===== config.mk =====
export PLATFORM = sky130hd
export DESIGN_NAME = fdmd_ram
export DESIGN_NICKNAME = d
export VERILOG_FILES = /design/src/sv/fdmd_ram.sv
export SDC_FILE = /design/constraint.sdc
export NUM_CORES = 1
export LEC_CHECK = 0
export BUFFER_PORTS_ARGS = -buffer_cell sky130_fd_sc_hd__buf_4
export CAP_MARGIN = 10
export CORE_ASPECT_RATIO = 0.6
export CORE_UTILIZATION = 60
export DETAILED_ROUTE_END_ITERATION = 16
export GPL_TIMING_DRIVEN = 0
export PLACE_DENSITY_LB_ADDON = 0.1
export SKIP_CTS_REPAIR_TIMING = 1
export SLEW_MARGIN = 10
export SYNTH_ARGS = -nofsm -noshare
export SYNTH_HDL_FRONTEND = slang
export SYNTH_SLANG_ARGS = --single-unit

===== constraint.sdc =====
create_clock -name clk -period 1.89 [get_ports clk]
set_clock_uncertainty 0.2 [all_clocks]
set_input_delay 0 -clock clk [delete_from_list [all_inputs] [get_ports clk]]
set_output_delay 0 -clock clk [all_outputs]
set_load 0.005 [all_outputs]

===== src/sv/fdmd_ram.sv =====
// fdmd_ram: generic single-write, single-read synchronous RAM, registered read.
// No dependencies.
`timescale 1ns / 1ps

module fdmd_ram #(
  parameter int WIDTH = 8,
  parameter int DEPTH = 16
) (
  input  logic                                   clk,
  input  logic                                   we,
  input  logic [((DEPTH > 1) ? $clog2(DEPTH) : 1)-1:0] waddr,
  input  logic [WIDTH-1:0]                       wdata,
  input  logic                                   re,
  input  logic [((DEPTH > 1) ? $clog2(DEPTH) : 1)-1:0] raddr,
  output logic [WIDTH-1:0]                       rdata
);

  logic [WIDTH-1:0] mem [DEPTH];

  // Write port
  always_ff @(posedge clk) begin
    if (we) begin
      mem[waddr] <= wdata;
    end
  end

  // Read port, registered
  always_ff @(posedge clk) begin
    if (re) begin
      rdata <= mem[raddr];
    end
  end

endmodule


### Yosys cells after proc, flatten, opt, wreduce, memory -nomap -nowiden

Memories as Yosys holds them, arrays and structs flattened. A register that Yosys moved wholly into a read port is not among the register bits.
Cells that the tools add are included.

| word-level totals | value |
|---|---|
| flip-flop bits (word level) | 0 |
| bits in writable memories | 128 |
| bits of input ports | 19 |
| word-level logic and storage cells | 3 |
| memories | 1 |

| cells by class | value |
|---|---|
| multiplexer cells | 2 |

Memories:

| memory | words | width | rd ports | clocked after memory_dff | wr ports | RTL line | RTL |
|---|---|---|---|---|---|---|---|
| mem | 16 | 8 | 1 | 1 | 1 | 18 | `logic [WIDTH-1:0] mem [DEPTH];` |

Operator list:

| kind | count |
|---|---|
| 1-bit 2-to-1 mux | 2 |

### Depth between registers and ports, before layout

| depth | value |
|---|---|
| depth in word-level cells | 2 |
| gate-level depth with buffers | 5 |
| mapped depth without buffers | 3 |

### Worst setup path before layout

Ideal clock, no wire load.

| timing path | value |
|---|---|
| path type | input to register |
| start | input port waddr[2] in the netlist's numbering |
| end | memory mem[0][0] (enable) |
| setup time | 0.383 ns |
| data arrival time | 1.110 ns |
| required time | 1.307 ns |
| setup slack | 0.197 ns |
| stages | 2 |
| path buffers | 0 |
| cell sequence | or3b_2 -> nor3_1 |

RTL lines:

| item | RTL line | RTL |
|---|---|---|
| start: declaration | 11 | `input logic [((DEPTH > 1) ? $clog2(DEPTH) : 1)-1:0] waddr,` |
| end: declaration | 18 |  |

Straight into the memory's write port.

==> impl_metrics.json <==
{
  "violations": "hold timing",
  "critPathRequiredTime_ns": 1.81,
  "slew-limit-headroom_pct": 40.7,
  "final_common_cell": "edfxtp_1",
  "core-area_um2": 8160,
  "min_from": "waddr[3]",
  "final_cell_mix": "edfxtp_1 (136), buf_4 (26), mux4_2 (18)",
  "h-tree-depth": 4,
  "ys_ff_latch": 136,
  "firstDrtPassIters": 5,
  "first_global_vias": 2476,
  "fin_nets": 304,
  "gr-total-overflow": 0,
  "rows": 25,
  "num_io_pins": 27,
  "wl_met1_um": 4740,
  "ant_nets": 0,
  "holdWs_ns": -0.0134,
  "die_y_um": 74.3,
  "postLayoutCellArea_um2": 6370,
  "antenna_found_initial": 0,
  "ys_seq_area_share_pct": 78.1,
  "min_path_cells": 3,
  "hold_class": "input pin to register",
  "die-area_um2": 9100,
  "setup.worst_path.end_class": "register",
  "syn_nets": 248,
  "clock_latency_ns": 0.41,
  "grt_pass1_wl_um": 14900,
  "arrival_ns": 1.74,
  "path_cells": "dlygate4sd3_1 -> buf_4 -> buf_2 -> mux4_1 -> a22oi_1 -> nand2_1",
  "slowest_stage": "dlygate4sd3_1",
  "vias": 2526,
  "placed_area_um2": 5570,
  "wl_met3_um": 964,
  "routed_wl_um": 10200,
  "place_congestion": 0.721,
  "yosysWarningCount": 0,
  "timing.rr.start": "mem[1][3]",
  "clockRootBuffer": "clkbuf_16",
  "slew_viol_final": 0,
  "hold_viol": 9,
  "cts_buffer_depth": 2,
  "rsz0062_at_grt": "false",
  "powerDensity_nw_per_um2": 1170,
  "status": "finished, violations left",
  "io_buffers": 25,
  "wl_met2_um": 4440,
  "start_util_pct": 64.0,
  "leakagePower_nw": 2.15,
  "cts_tree": "yes",
  "synth_cell_type_count": 18,
  "drtIter0Drc": 268,
  "hpwl_um": 6540,
  "peakVddDrop_uv": 990,
  "clock.fmax_mhz": 551,
  "routed_via_density": 6.22,
  "clk_pin_slew_worst_paths_ns": 0.06,
  "crit_type": "input pin to register",
  "r2r_cells": 3,
  "cp-start-kind": "input pin",
  "drcViolationCount": 0,
  "die_x_um": 123,
  "avgRoutedWirePerCell_um": 25.2,
  "area_growth_pct": 21.8,
  "worstPathMaxFanout": 10,
  "cts_buffers": 17,
  "netlist_instances": 229,
  "cap_violations": 0,
  "startpoint": "raddr[1]",
  "layout_min_cycle_time_ns": 1.82,
  "synth_area_per_cell_um2": 22.8,
  "grt_use_total_pct": 25.4,
  "slowest_delay_ns": 0.53,
  "clkSinkCount": 136,
  "drive_gt1_share_pct": 29.9,
  "grt_max_degree": 17,
  "period_share_pct": 96.1,
  "highest_layer": "met4",
  "setup_violations": 0,
  "netlist_area_um2": 5230,
  "num_antenna_cells": 0,
  "tightest_slew_ns": 0.886,
  "final_core_util_pct": 78.0
}
## final timing paths
check             slack, ns         to
setup / recovery       0.07   rdata[3]
hold / removal        -0.01  mem[0][5]
setup reg to reg       0.09   rdata[3]
hold reg to reg        0.57   rdata[7]
## kinds of logic after synthesis
kind of cell           count (synthesis)  share of synthesized area (%)
multiplexers                          32                           14.8
flip-flops                           136                           78.1
buffers and inverters                 10                           1.65
AO/OA/AOI/OAI                         16                           2.30
AND/OR/NAND/NOR                       35                           3.14
## registers in the layout, indices dropped and copies added, names as in the netlist
signal / count
mem: 128
rdata: 8
## critical path: cells and delay by family
kind                   cells  cell delay [ns]
buffers and inverters      3             0.96
and+or+nand+nor            1             0.18
muxes                      1             0.36
AOI/OAI and AO/OA          1             0.25
## synthesized netlist by cell type
master / n / area [µm²]
nand3_1: 1 / 5.00
buf_2: 3 / 15.0
buf_6: 3 / 33.8
nor2_1: 13 / 48.8
nor3_1: 4 / 20.0
and2b_1: 1 / 7.51
a22oi_1: 16 / 120
nand2_1: 9 / 33.8
nand3b_1: 2 / 15.0
nor2b_1: 1 / 6.26
mux4_1: 14 / 368
edfxtp_1: 136 / 4080
clkdlybuf4s25_2: 3 / 30.0
and2_1: 1 / 6.26
or3b_2: 1 / 8.76
buf_4: 1 / 7.51
mux4_2: 18 / 405
nand2b_1: 2 / 12.5
## stage by stage
stage	setup TNS, ns	hold WS, ns	std cells	power [mW]	setup slack (ns)
detailed placement	-0.666	0.0869	362	3.81	-0.0526
finish	0	-0.0134	406	7.48	0.0743
global route	0	0.00659	406	7.65	0.0533
floorplan	0	-0.101	229	3.65	0.197
CTS	0	-0.344	394	7.49	0.130
global placement	-6.66	0.0818	362	3.80	-0.511
## cell type report
class	instances	area, µm²
flip-flops and latches	136	4080
well taps	108	135
plain buffers	10	86.3
clock buffers	17	425
clock inverters	15	251
fillers	400	1800
repair buffers	37	308
multi-input cells	83	1080
## where the power goes
part / switching, mW / total (mW) / internal (mW)
registers: 0.0177 / 3.42 / 3.40
logic: 0.191 / 0.356 / 0.165
clock network: 1.23 / 3.71 / 2.48
total: 1.44 / 7.48 / 6.04
## per-layer routing
layer / global-route usage (%) / up-vias
met5: 0 / -
met4: 8.40 / 0
met3: 10.5 / 9
met2: 33.9 / 129
met1: 38.3 / 1287
li1: - / 1101
(Power assumes the default switching activity.)
