File: src/sv/fdmd_pkg.sv
// fdmd_pkg: shared widths and constants of the frame difference motion detector.
// No dependencies; imported by fdmd_isqrt, the top level and fdmd_checker.
`timescale 1ns / 1ps

package fdmd_pkg;

  // Frame store geometry
  localparam int MAX_PIXELS = 262144;
  localparam int ADDR_W     = (MAX_PIXELS > 1) ? $clog2(MAX_PIXELS) : 1;
  localparam int IDX_W      = $clog2(MAX_PIXELS + 1);
  localparam int PIX_W      = 24;
  localparam int CH_W       = 8;

  // Port field widths
  localparam int THR_W      = 11;
  localparam int SUM_W      = 33;
  localparam int CNT_W      = 19;
  localparam logic [THR_W-1:0] THR_RESET = THR_W'(40);

  // Distance datapath: weighted channel diff, squares, radicand, root
  localparam int WD_W       = 10;
  localparam int SQ_W       = 2 * WD_W;
  localparam int SQ_SUM_W   = SQ_W + 1;
  localparam int RAD_W      = 30;
  localparam int ROOT_W     = RAD_W / 2;
  localparam int REM_W      = ROOT_W + 4;
  localparam int ITER_W     = $clog2(ROOT_W);

  // Motion compare: threshold * count, scaled by 16
  localparam int PROD_W     = THR_W + IDX_W;
  localparam int CMP_W      = (PROD_W + 4 > SUM_W) ? PROD_W + 4 : SUM_W + 1;
  localparam logic [SUM_W-1:0] SUM_MAX = {SUM_W{1'b1}};

  // Sequencer states
  typedef enum logic [7:0] {
    S_IDLE   = 8'b0000_0001,
    S_DIFF   = 8'b0000_0010,
    S_SUMSQ  = 8'b0000_0100,
    S_ROOT   = 8'b0000_1000,
    S_ACC    = 8'b0001_0000,
    S_CLOSE  = 8'b0010_0000,
    S_MUL    = 8'b0100_0000,
    S_REPORT = 8'b1000_0000
  } state_t;

  // Handshake between sequencer and root unit
  typedef struct packed {
    logic             start;
    logic [RAD_W-1:0] radicand;
  } root_req_t;

  typedef struct packed {
    logic              done;
    logic [ROOT_W-1:0] root;
  } root_rsp_t;

endpackage

File: src/sv/fdmd_isqrt.sv
// fdmd_isqrt: iterative integer square root, one result bit per cycle.
// Depends on fdmd_pkg (widths, request/response structs).
`timescale 1ns / 1ps

module fdmd_isqrt
  import fdmd_pkg::*;
(
  input  logic      clk,
  input  logic      rst,
  input  root_req_t req,
  output root_rsp_t rsp
);

  logic [RAD_W-1:0]  rad;
  logic [REM_W-1:0]  rem;
  logic [ROOT_W-1:0] root;
  logic [ITER_W-1:0] cnt;
  logic              busy;
  logic              done;

  logic [REM_W-1:0]  rem_sh;
  logic [REM_W-1:0]  trial;
  logic              take;

  // One digit step: bring down two radicand bits, try 4*root+1
  always_comb begin
    rem_sh = {rem[REM_W-3:0], rad[RAD_W-1 -: 2]};
    trial  = REM_W'({root, 2'b01});
    take   = (rem_sh >= trial);
  end

  // Control
  always_ff @(posedge clk) begin
    if (rst) begin
      busy <= 1'b0;
      done <= 1'b0;
      cnt  <= '0;
    end else begin
      done <= 1'b0;
      if (req.start) begin
        busy <= 1'b1;
        cnt  <= ITER_W'(ROOT_W - 1);
      end else if (busy) begin
        if (cnt == '0) begin
          busy <= 1'b0;
          done <= 1'b1;
        end else begin
          cnt <= cnt - 1'b1;
        end
      end
    end
  end

  // Datapath
  always_ff @(posedge clk) begin
    if (req.start) begin
      rad  <= req.radicand;
      rem  <= '0;
      root <= '0;
    end else if (busy) begin
      rad <= {rad[RAD_W-3:0], 2'b00};
      if (take) begin
        rem  <= rem_sh - trial;
        root <= {root[ROOT_W-2:0], 1'b1};
      end else begin
        rem  <= rem_sh;
        root <= {root[ROOT_W-2:0], 1'b0};
      end
    end
  end

  assign rsp.done = done;
  assign rsp.root = root;

endmodule

File: config.mk
export PLATFORM = sky130hd
export DESIGN_NAME = fdmd_isqrt
export DESIGN_NICKNAME = d
export VERILOG_FILES = /design/src/sv/fdmd_pkg.sv /design/src/sv/fdmd_isqrt.sv
export SDC_FILE = /design/constraint.sdc
export NUM_CORES = 1
export LEC_CHECK = 0
export BUFFER_PORTS_ARGS = -buffer_cell sky130_fd_sc_hd__buf_2
export CORE_MARGIN = 4
export CORE_UTILIZATION = 60
export CTS_CLUSTER_DIAMETER = 30
export DETAILED_ROUTE_END_ITERATION = 8
export PLACE_DENSITY = 0.82
export REMOVE_ABC_BUFFERS = 1
export SLEW_MARGIN = 15
export SYNTH_ARGS = -nofsm -noshare
export SYNTH_HDL_FRONTEND = slang
export SYNTH_SLANG_ARGS = --single-unit
File: constraint.sdc
create_clock -name clk -period 5.3 [get_ports clk]
set_input_delay 0.795 -clock clk [delete_from_list [all_inputs] [get_ports clk]]
set_output_delay 0.795 -clock clk [all_outputs]
set_load 0.01 [all_outputs]
# == After elaboration in Yosys (flattened, before gate mapping) ==
# Index checks and enable logic that the tools add are counted.
# totals
inputBits,33
mem_bits_rw,0
ff_bits,68
out_inout_bits,16
word_cells,30
romBits,0
mem_count,0
latchBits,0
# classes
bitwise,2
n_addsub,2
multipliers,0
eq_ne,1
reduce_logical,6
magnitude_cmp,1
n_mux,11
div,0
shifts,0
# op_table
op,n
two-way mux 30 bit,2
greater-or-equal comparator 19 x 17 -> 1 bit,1
two-way mux 17 bit,1
subtractor 17 bit,1
two-way mux 4 bit,3
two-way mux 1 bit,5
zero test 4 bit,1
AND reduction 2 bit,2
"subtractor 4 x 1 -> 4 bit, second input constant",1
OR reduction 3 bit,1
"!= test 2 bit, second input constant",1
inverter 1 bit,2
nonzero test 2 bit,1
OR reduction 2 bit,1

# == Depth between registers and ports, before layout ==
# Gate-level depths: netlist of run 1.
# depth
word_depth,4
depth_mapped,11
mapped_depth_nobuf,8

# == Worst setup path before layout of run 1 ==
# No wires, ideal clock.
# synth_timing
path_kind,register to register
startpoint,reg root[7]
endpoint,reg rem[13]
path_buffers,3
required_ns,5.205
setup_slack_ns,3.107
setup_time_ns,0.095
arrival_ns,2.098
period_less_slack_ns,2.193
path_stages_with_launch,12
path_cell_list,dfxtp_1 -> inv_1 -> ha_1 -> buf_4 -> and3_2 -> buf_2 -> and3_1 -> o211ai_2 -> a22oi_2 -> buf_6 -> or3_1 -> o311ai_1
# synth_between
elab_chain_cells,2
word_cells_on_any_way,3
classes_between,add/sub: 1; order compare: 1; mux: 1
# synth_lines
item,line,text
"start, declared",fdmd_isqrt.sv:16,logic [ROOT_W-1:0] root;
"start signal, assigned",fdmd_isqrt.sv:64,"root <= {root[ROOT_W-2:0], 1'b1};"
"start signal, assigned",fdmd_isqrt.sv:67,"root <= {root[ROOT_W-2:0], 1'b0};"
subtractor 17 bit or greater-or-equal comparator 19 x 17 -> 1 bit (tied branches),"fdmd_isqrt.sv:63, fdmd_isqrt.sv:29",
two-way mux 17 bit *,fdmd_isqrt.sv:62,if (take) begin
"end signal, assigned",fdmd_isqrt.sv:63,rem <= rem_sh - trial;
"end signal, assigned",fdmd_isqrt.sv:66,rem <= rem_sh;
"end, declared",fdmd_isqrt.sv:15,logic [REM_W-1:0] rem;
# Every way passes the cells marked *; elsewhere a longest branch is shown, timed or not.
# A chain may end at the register's enable or synchronous reset.

# == Worst setup path after layout of run 1 ==
# layout_timing
startpoint,reg root[10]
endpoint,reg rem[14]
# The elaborated chain is that of the path after synthesis.

==> flow_summary.ini, run 1 <==
[yosys]
synth_edf_count = 30
synth.top_cell.area_share_pct = 22.8
syn_avg_cell_area_um2 = 10.2
synth_top_area_cell = edfxtp_1
ys_seq_area_share_pct = 42.1
ys_async_sr_fraction_pct = 0
synthesis.area_um2 = 3950
synth_ff_type = dfxtp_1
synth-warning-count = 0
synth_cells = 386
synth_cell_types = 58
ys_ff_latch = 68
ys_top_cells_by_area = edfxtp_1, dfxtp_1, mux2_2

[routing]
firstDrtPassIters = 4
wl_um = 7670
ant_nets = 0
drt_iter0_markers = 184
drcViolationCount = 0
avgRoutedWirePerCell_um = 15.3
via_per_inst = 5.81
vias = 2919

[finish]
final_cell_mix = buf_2, nor2_1, dfxtp_1
drive_above_1_share_pct = 24.5
antenna_cells = 0
area_growth_syn_to_layout_pct = 8.81
fin_util_pct = 67.2
layout_commonest_cell = buf_2
finalNetCount = 472

[clocking]
cts_buffers = 9
post_cts_resized = 0
clock-sinks = 68
ctsRootBufferMaster = clkbuf_8
clkLatencyLatePin_ns = 0.34
cts_tree = built
htree_num_levels = 3
clock_path_buffers = 2
cts_setup_buffers = 0
clk_pin_slew_ns = 0.07
ctsHoldBuffers = 0

[hold_path]
min_from = rem[16]
whs_path_depth = 2
hold_end = rem[16]
hold_class = reg -> reg

[global_routing]
grt_pass1_vias = 2754
grt_max_degree = 44
grt_usage_pct = 21.1
grt_pass1_wl_um = 13100
grt_overflow = 0
antenna_found_initial = 0

[worst_setup_path]
crit_buf_inv = 1
reg2reg_to = rem[14]
critPathMaxStageDelay_ns = 0.88
cp.required_ns = 5.56
path_class = reg -> reg
rr_startpoint = root[10]
arrival_ns = 3.33
r2r_setup_slack_ns = 2.23
crit_slowest_cell = a22oi_2
r2r_cells = 8
crit_path_end_kind = flip-flop
cp-start-kind = flip-flop
critPathTopFamily = compound AO/OA/AOI/OAI gates
crit_path_cell_trace = inv_1 -> ha_1 -> and4_1 -> and3_1 -> o211ai_2 -> a22oi_2 -> o2111ai_1 -> a311oi_2
worstPathMaxFanout = 20

[job]
max_cap_viol_count = 0

[pwr]
p_leak_nw = 1.76
p_switching_mw = 0.651
clkPwrFrac_pct = 23.9
ir_drop_uv = 259
power.internal_mw = 1.13
p_comb_share_pct = 39.7
finalPower_mw = 1.78
switching_share_pct = 36.5
powerDensity_nw_per_um2 = 415
pwr-share-seq_pct = 36.4

[status]
status = completed

[die]
start_util_pct = 61.8
num_rows = 29
die_y_um = 89.1
pin_count = 49
dieWidth_um = 89.1
dieArea_um2 = 7940
core-area_um2 = 6390

[timing]
report.final.setup_viol = 0
period_share_pct = 57.9
hold_viol = 0
hold_slack_ns = 0.514
worst_pin_slew_ns = 1.14
fmax_mhz = 326
rsz0062_at_grt = no
relSlewSlack_pct = 23.7
maxSlewViolCount = 0
min_period_ns = 3.07
finalSetupTns_ns = 0
fin_skew_ns = 0.00751

[placed_design]
hpwl_um = 5420
portBuffers = 48
gp_congestion = 0.947
## metrics by stage
| step | setup slack [ns] | instances | instance area (µm²) |
|---|---|---|---|
| final | 2.23 | 502 | 4290 |
| after global routing | 2.03 | 502 | 4290 |
| after detailed placement | 2.30 | 486 | 4100 |
| after floorplan | 2.68 | 359 | 3740 |
| after global placement | 2.40 | 486 | 4100 |
| after CTS | 2.27 | 502 | 4290 |
## synth_stat cells, drive strengths merged (3+ instances only)
master	number
a2111oi	4
a211oi	12
a21o	3
a21oi	15
a311oi	3
a31oi	5
and3	3
buf	18
clkbuf	9
dfxtp	38
edfxtp	30
ha	19
inv	23
mux2	29
mux2i	23
nand2	20
nand2b	3
nand3	8
nand3b	8
nand4	4
nor2	44
nor3	6
o211ai	4
o21a	4
o21ai	8
o311ai	3
xnor2	12
## power by group through the flow
stage | sequential (mW) | combinational (mW) | clock [mW]
after global routing | 0.658 | 0.781 | 0.465
after floorplan | 0.654 | 0.546 | 0
after detailed placement | 0.662 | 0.691 | 0
final | 0.650 | 0.708 | 0.426
after global placement | 0.658 | 0.681 | 0
after CTS | 0.650 | 0.700 | 0.442
## routing by layer
layer  routed length, µm  GRT usage [%]  vias to the layer above
li1                    -              -                     1477
met1                3360           27.0                     1350
met2                3610           33.3                       82
met3                 563           7.83                       10
met4                 136           6.90                        0
met5                   0              0                        -
## worst min-delay path, stage by stage, from the launching register on
cell	delay [ns]
dfxtp_1	0.33
nor2_1	0.09
a311oi_1	0.05
## cell type report
| cell class | instances | area (µm²) |
|---|---|---|
| flip-flops and latches | 68 | 1660 |
| repair buffers | 50 | 255 |
| inverters | 23 | 86.3 |
| clock inverters | 7 | 73.8 |
| multi-input cells | 268 | 2000 |
| clock buffers | 9 | 124 |
| fillers | 510 | 2090 |
| well taps | 77 | 96.3 |
## worst max-delay path by stage
stage / startpoint / end / cells past startpoint
4_1_cts: root[10] / rem[14] / 8
5_1_grt: root[10] / rem[14] / 8
6_report: root[10] / rem[14] / 8
2_1_floorplan: root[10] / rem[14] / 8
3_5_place_dp: root[11] / rem[14] / 8
3_3_place_gp: root[10] / rem[14] / 8
## cells by family (layout without fill, tap and decap cells)
logic type / count (synthesis) / in the layout / synth area share (%)
XOR/XNOR: 14 / 14 / 3.11
flip-flops: 68 / 68 / 42.1
buffers and inverters: 50 / 89 / 7.32
multiplexers: 52 / 52 / 14.1
AO/OA/AOI/OAI: 74 / 74 / 14.1
adder cells (fa/ha/maj): 19 / 19 / 6.02
AND/OR/NAND/NOR: 109 / 109 / 13.3
## state kept, by name, summed over array words and instances, names as in the netlist
signal  flops
busy        1
cnt         4
done        1
rad        30
rem        17
root       15
(Power assumes the default switching activity.)
==> run 2: changes to the inputs <==
--- a/config.mk
+++ b/config.mk
@@ -7,10 +7,10 @@
 export LEC_CHECK = 0
 export BUFFER_PORTS_ARGS = -buffer_cell sky130_fd_sc_hd__buf_2
 export CORE_MARGIN = 4
-export CORE_UTILIZATION = 60
+export CORE_UTILIZATION = 53
 export CTS_CLUSTER_DIAMETER = 30
 export DETAILED_ROUTE_END_ITERATION = 8
-export PLACE_DENSITY = 0.82
+export PLACE_DENSITY = 0.77
 export REMOVE_ABC_BUFFERS = 1
 export SLEW_MARGIN = 15
 export SYNTH_ARGS = -nofsm -noshare
==> constraint.sdc (replaced) <==
create_clock -name clk -period 2.5 [get_ports clk]
set_input_delay 0.375 -clock clk [delete_from_list [all_inputs] [get_ports clk]]
set_output_delay 0.375 -clock clk [all_outputs]
set_load 0.01 [all_outputs]
==> run 2 against run 1 <==
  * Design area rose by 3.4%
  * Largest power group unchanged
  * Fmax rose by 30%
  * Critical path type unchanged
  * Clock skew rose by 0.0021 ns
  * Critical endpoint is now rem[13]
  * Cell count rose by 6.8%
  * Highest routed layer unchanged
==> flow_summary.ini, run 2 (synthesis gave the netlist of run 1 again) <==
[worst_setup_path]
rr_startpoint = root[2]
cp-start-kind = flip-flop
startpoint = root[2]
crit_path_end_kind = flip-flop
endpoint = rem[13]
arrival_ns = 2.62
r2r_setup_slack_ns = 0.13
worstPathMaxFanout = 6
path_class = reg -> reg
r2r_cells = 8
reg2reg_to = rem[13]
cp.required_ns = 2.76

[timing]
fin_skew_ns = 0.00961
period_share_pct = 94.7
hold_slack_ns = 0.255
hold_viol = 0
maxSlewViolCount = 0
worst_pin_slew_ns = 0.678
relSlewSlack_pct = 54.8
finalSetupTns_ns = 0
min_period_ns = 2.37
fmax_mhz = 422
report.final.setup_viol = 0

[die]
num_rows = 31
start_util_pct = 54.4
dieWidth_um = 94.3
die_y_um = 94.3
dieArea_um2 = 8890
core-area_um2 = 7250
pin_count = 49

[finish]
area_growth_syn_to_layout_pct = 12.6
fin_util_pct = 61.2
multi_input_area_um2 = 2030
final_cell_mix = buf_2, nor2_1, dfxtp_1
antenna_cells = 0
largest_reg_flops = 30
largest-register = rad
stdcell_count = 536
drive_above_1_share_pct = 27.7
largestRegisters = rad (30), rem (17), root (15)
finalNetCount = 484
layout_commonest_cell = buf_2
fill_cells = 625
seq_area_um2 = 1660

[clocking]
clkLatencyLatePin_ns = 0.35
clk_pin_slew_ns = 0.07
ctsRootBufferMaster = clkbuf_8
htree_num_levels = 3
clock-sinks = 68
cts_buffers = 9
cts_tree = built
clock_path_buffers = 2

[routing]
via_per_inst = 5.50
wl_met1_um = 3630
vias = 2949
dr_wl_met2_um = 3660
wl_um = 7850
drt_iter0_markers = 153
wl_met3_um = 437
firstDrtPassIters = 4
avgRoutedWirePerCell_um = 14.6
ant_nets = 0
top_layer = met4
drcViolationCount = 0

[global_routing]
grt_overflow = 0
grt_pass1_vias = 2805
grt_max_degree = 52
grt_pass1_wl_um = 12900
grt_usage_pct = 18.6
antenna_found_initial = 0

[placed_design]
numPlacedInstances = 518
portBuffers = 48
hpwl_um = 5570
gp_congestion = 0.881

[status]
status = completed

[pwr]
powerDensity_nw_per_um2 = 876
p_leak_nw = 1.82
ir_drop_uv = 429
finalPower_mw = 3.89

[job]
max_cap_viol_count = 0

[hold_path]
hold_class = in -> reg
-- run 2: where the power goes --
part | switching (mW) | total (mW) | leakage (nW) | internal, mW
combinational | 0.874 | 1.63 | 1.11 | 0.759
sequential | 0.0810 | 1.38 | 0.614 | 1.29
clock | 0.424 | 0.884 | 0.0962 | 0.460
-- run 2: layout make-up --
class	count	share of cell area, %
Inverter	23	1.94
Timing Repair Buffer	62	7.86
Clock inverter	6	1.46
Tap cell	99	2.79
Clock buffer	10	2.87
Multi-Input combinational cell	268	45.6
Sequential cell	68	37.4
-- run 2: worst min path at each step --
| stage | start | end | slack [ns] | depth (start not counted) |
|---|---|---|---|---|
| floorplan | req[30] | rem[14] | 0.44 | 1 |
| global placement | rem[4] | rem[4] | 0.49 | 2 |
| detailed placement | rem[8] | rem[8] | 0.50 | 2 |
| CTS | rst | busy | 0.24 | 2 |
| global route | rst | busy | 0.25 | 2 |
| finish | rst | busy | 0.25 | 2 |
-- run 2: metrics by stage --
step	cell area, µm²	setup WS [ns]
2_1_floorplan	3740	-0.124
3_3_place_gp	4200	0.187
3_5_place_dp	4200	0.124
4_1_cts	4390	0.0507
5_1_grt	4440	-0.00337
6_report	4440	0.132
-- run 2: critical path, stage by stage (launching register included) --
cell and delay (ns):
dfxtp_1 0.38, inv_1 0.06, ha_1 0.38, a21oi_1 0.32
o22ai_1 0.15, o311ai_0 0.43, a31oi_1 0.17, xnor2_1 0.17
o311ai_1 0.22
-- run 2: routing by layer --
metal  global-route usage [%]  vias up
li1                         -     1503
met1                     24.1     1376
met2                     28.9       61
met3                     5.69        9
met4                     7.22        0
met5                        0        -
-- run 2: timing repair --
| item | in CTS | in global routing |
|---|---|---|
| setup endpoints to repair | 0 | 12 |
| setup buffers | 0 | 2 |
| hold buffers | 0 | 0 |
| hold endpoints to repair | 0 | 0 |
| gates resized for setup | 0 | 10 |
==> run 3: changes to the inputs <==
==> constraint.sdc (replaced) <==
create_clock -name clk -period 2.5 [get_ports clk]
set_input_delay 0.25 -clock clk [delete_from_list [all_inputs] [get_ports clk]]
set_output_delay 0.25 -clock clk [all_outputs]
set_load 0.01 [all_outputs]
==> run 3 against run 2 <==
  * Design area fell by 0.62%
  * Critical endpoint is now rem[2]
  * Largest power group unchanged
  * Sequential power about the same
  * Register-to-register slack improved by 0.03 ns
  * Cell count fell by 0.19%
  * Wire length up 3.4%
  * Global-route usage increased by 1.0 points
  * Via count up 1.5%
  * Flip-flop and latch count is the same
  * Worst hold slack got worse by 0.11 ns
  * Clock power rose by 2%
  * Total power decreased by 0.32%
==> flow_summary.ini, run 3 (synthesis gave the netlist of run 1 again) <==
[finish]
largestRegisters = rad (30), rem (17), root (15)
largest_reg_flops = 30
final_area_um2 = 4410
fin_util_pct = 60.9
fill_cells = 633
largest-register = rad
drive_above_1_share_pct = 27.5
finalNetCount = 483
area_growth_syn_to_layout_pct = 11.9
layout_commonest_cell = buf_2
antenna_cells = 0
final_cell_mix = buf_2, nor2_1, dfxtp_1

[placed_design]
portBuffers = 48
hpwl_um = 5880
place_area_um2 = 4210
gp_congestion = 0.901

[global_routing]
grt_pass1_wl_um = 13700
grt_usage_pct = 19.6
grt_pass1_vias = 2992
grt_overflow = 0
grt_max_degree = 31
antenna_found_initial = 0

[worst_setup_path]
worstPathMaxFanout = 12
r2r_setup_slack_ns = 0.16
startpoint = root[8]
path_class = reg -> reg
cp-start-kind = flip-flop
r2r_cells = 9
cp.required_ns = 2.72
reg2reg_to = rem[2]
rr_startpoint = root[8]
crit_path_end_kind = flip-flop
arrival_ns = 2.56
endpoint = rem[2]

[pwr]
p_leak_nw = 1.80
finalPower_mw = 3.88
powerDensity_nw_per_um2 = 879
ir_drop_uv = 448

[clocking]
cts_buffers = 9
cts_tree = built
clkLatencyLatePin_ns = 0.34
clk_pin_slew_ns = 0.08
clock_path_buffers = 2
cts_setup_buffers = 0
clock-sinks = 68
ctsRootBufferMaster = clkbuf_8
htree_num_levels = 3

[timing]
maxSlewViolCount = 0
fin_skew_ns = 0.0110
report.final.setup_viol = 0
worst_pin_slew_ns = 0.683
hold_viol = 0
period_share_pct = 93.7
relSlewSlack_pct = 54.4
min_period_ns = 2.34
fmax_mhz = 427
finalSetupTns_ns = 0
rsz0062_at_grt = no

[routing]
vias = 2993
firstDrtPassIters = 4
drcViolationCount = 0
via_per_inst = 5.59
drt_iter0_markers = 182
ant_nets = 0
avgRoutedWirePerCell_um = 15.2
wl_um = 8120

[die]
core-area_um2 = 7250
dieArea_um2 = 8890
die_y_um = 94.3
start_util_pct = 54.4
pin_count = 49
num_rows = 31
dieWidth_um = 94.3

[hold_path]
hold_class = in -> reg

[job]
max_cap_viol_count = 0

[status]
status = completed
## run 3: worst min-delay path by stage
stage	start	end	slack [ns]	depth (start not counted)
2_1_floorplan	req[30]	rem[14]	0.32	1
3_3_place_gp	rst	busy	0.49	2
3_5_place_dp	rst	busy	0.49	2
4_1_cts	rst	busy	0.12	2
5_1_grt	rst	busy	0.13	2
6_report	rst	cnt[0]	0.15	2
## run 3: final cells by class
type	count	area, µm²	share of cell area [%]
timing repair buffer	61	338	7.65
clock inverter	6	63.8	1.45
tap	99	124	2.81
multi-input combinational	268	2010	45.6
sequential	68	1660	37.7
inverter	23	86.3	1.96
clock buffer	10	128	2.89
## run 3: power by group
part	total (mW)	internal, mW	switching [mW]
Sequential	1.38	1.29	0.0823
Clock	0.901	0.461	0.440
Combinational	1.60	0.715	0.889
Total	3.88	2.47	1.41
## run 3: worst max-delay path, cell delays in order, from the launching register on
cell and delay, ns:
dfxtp_1 0.37, inv_1 0.06, ha_2 0.43, and3_2 0.28, and3_1 0.19, o211ai_2 0.10, a22oi_2 0.21, buf_4 0.22
mux2i_1 0.25, a211oi_1 0.10
## run 3: layer usage
metal	global-route usage [%]	share of wire [%]	vias to the layer above	wire length [µm]
li1	-	-	1500	-
met1	24.5	45	1380	3680
met2	30.4	45	87	3640
met3	6.57	6.5	26	524
met4	9.27	3.4	0	272
met5	0	0	-	0
## run 3: repair_timing
| item | CTS | global route |
|---|---|---|
| endpoints found under the setup margin | 0 | 15 |
| hold buffers | 0 | 0 |
| gates resized for setup | 0 | 7 |
| hold endpoints to repair | 0 | 0 |
## run 3: per-stage QoR
step,worst slack (ns),hold slack (ns),std cells
2_1_floorplan,-0.124,0.318,359
3_3_place_gp,0.169,0.489,519
3_5_place_dp,0.0707,0.489,519
4_1_cts,0.0427,0.116,535
5_1_grt,0.00493,0.134,535
6_report,0.157,0.147,535
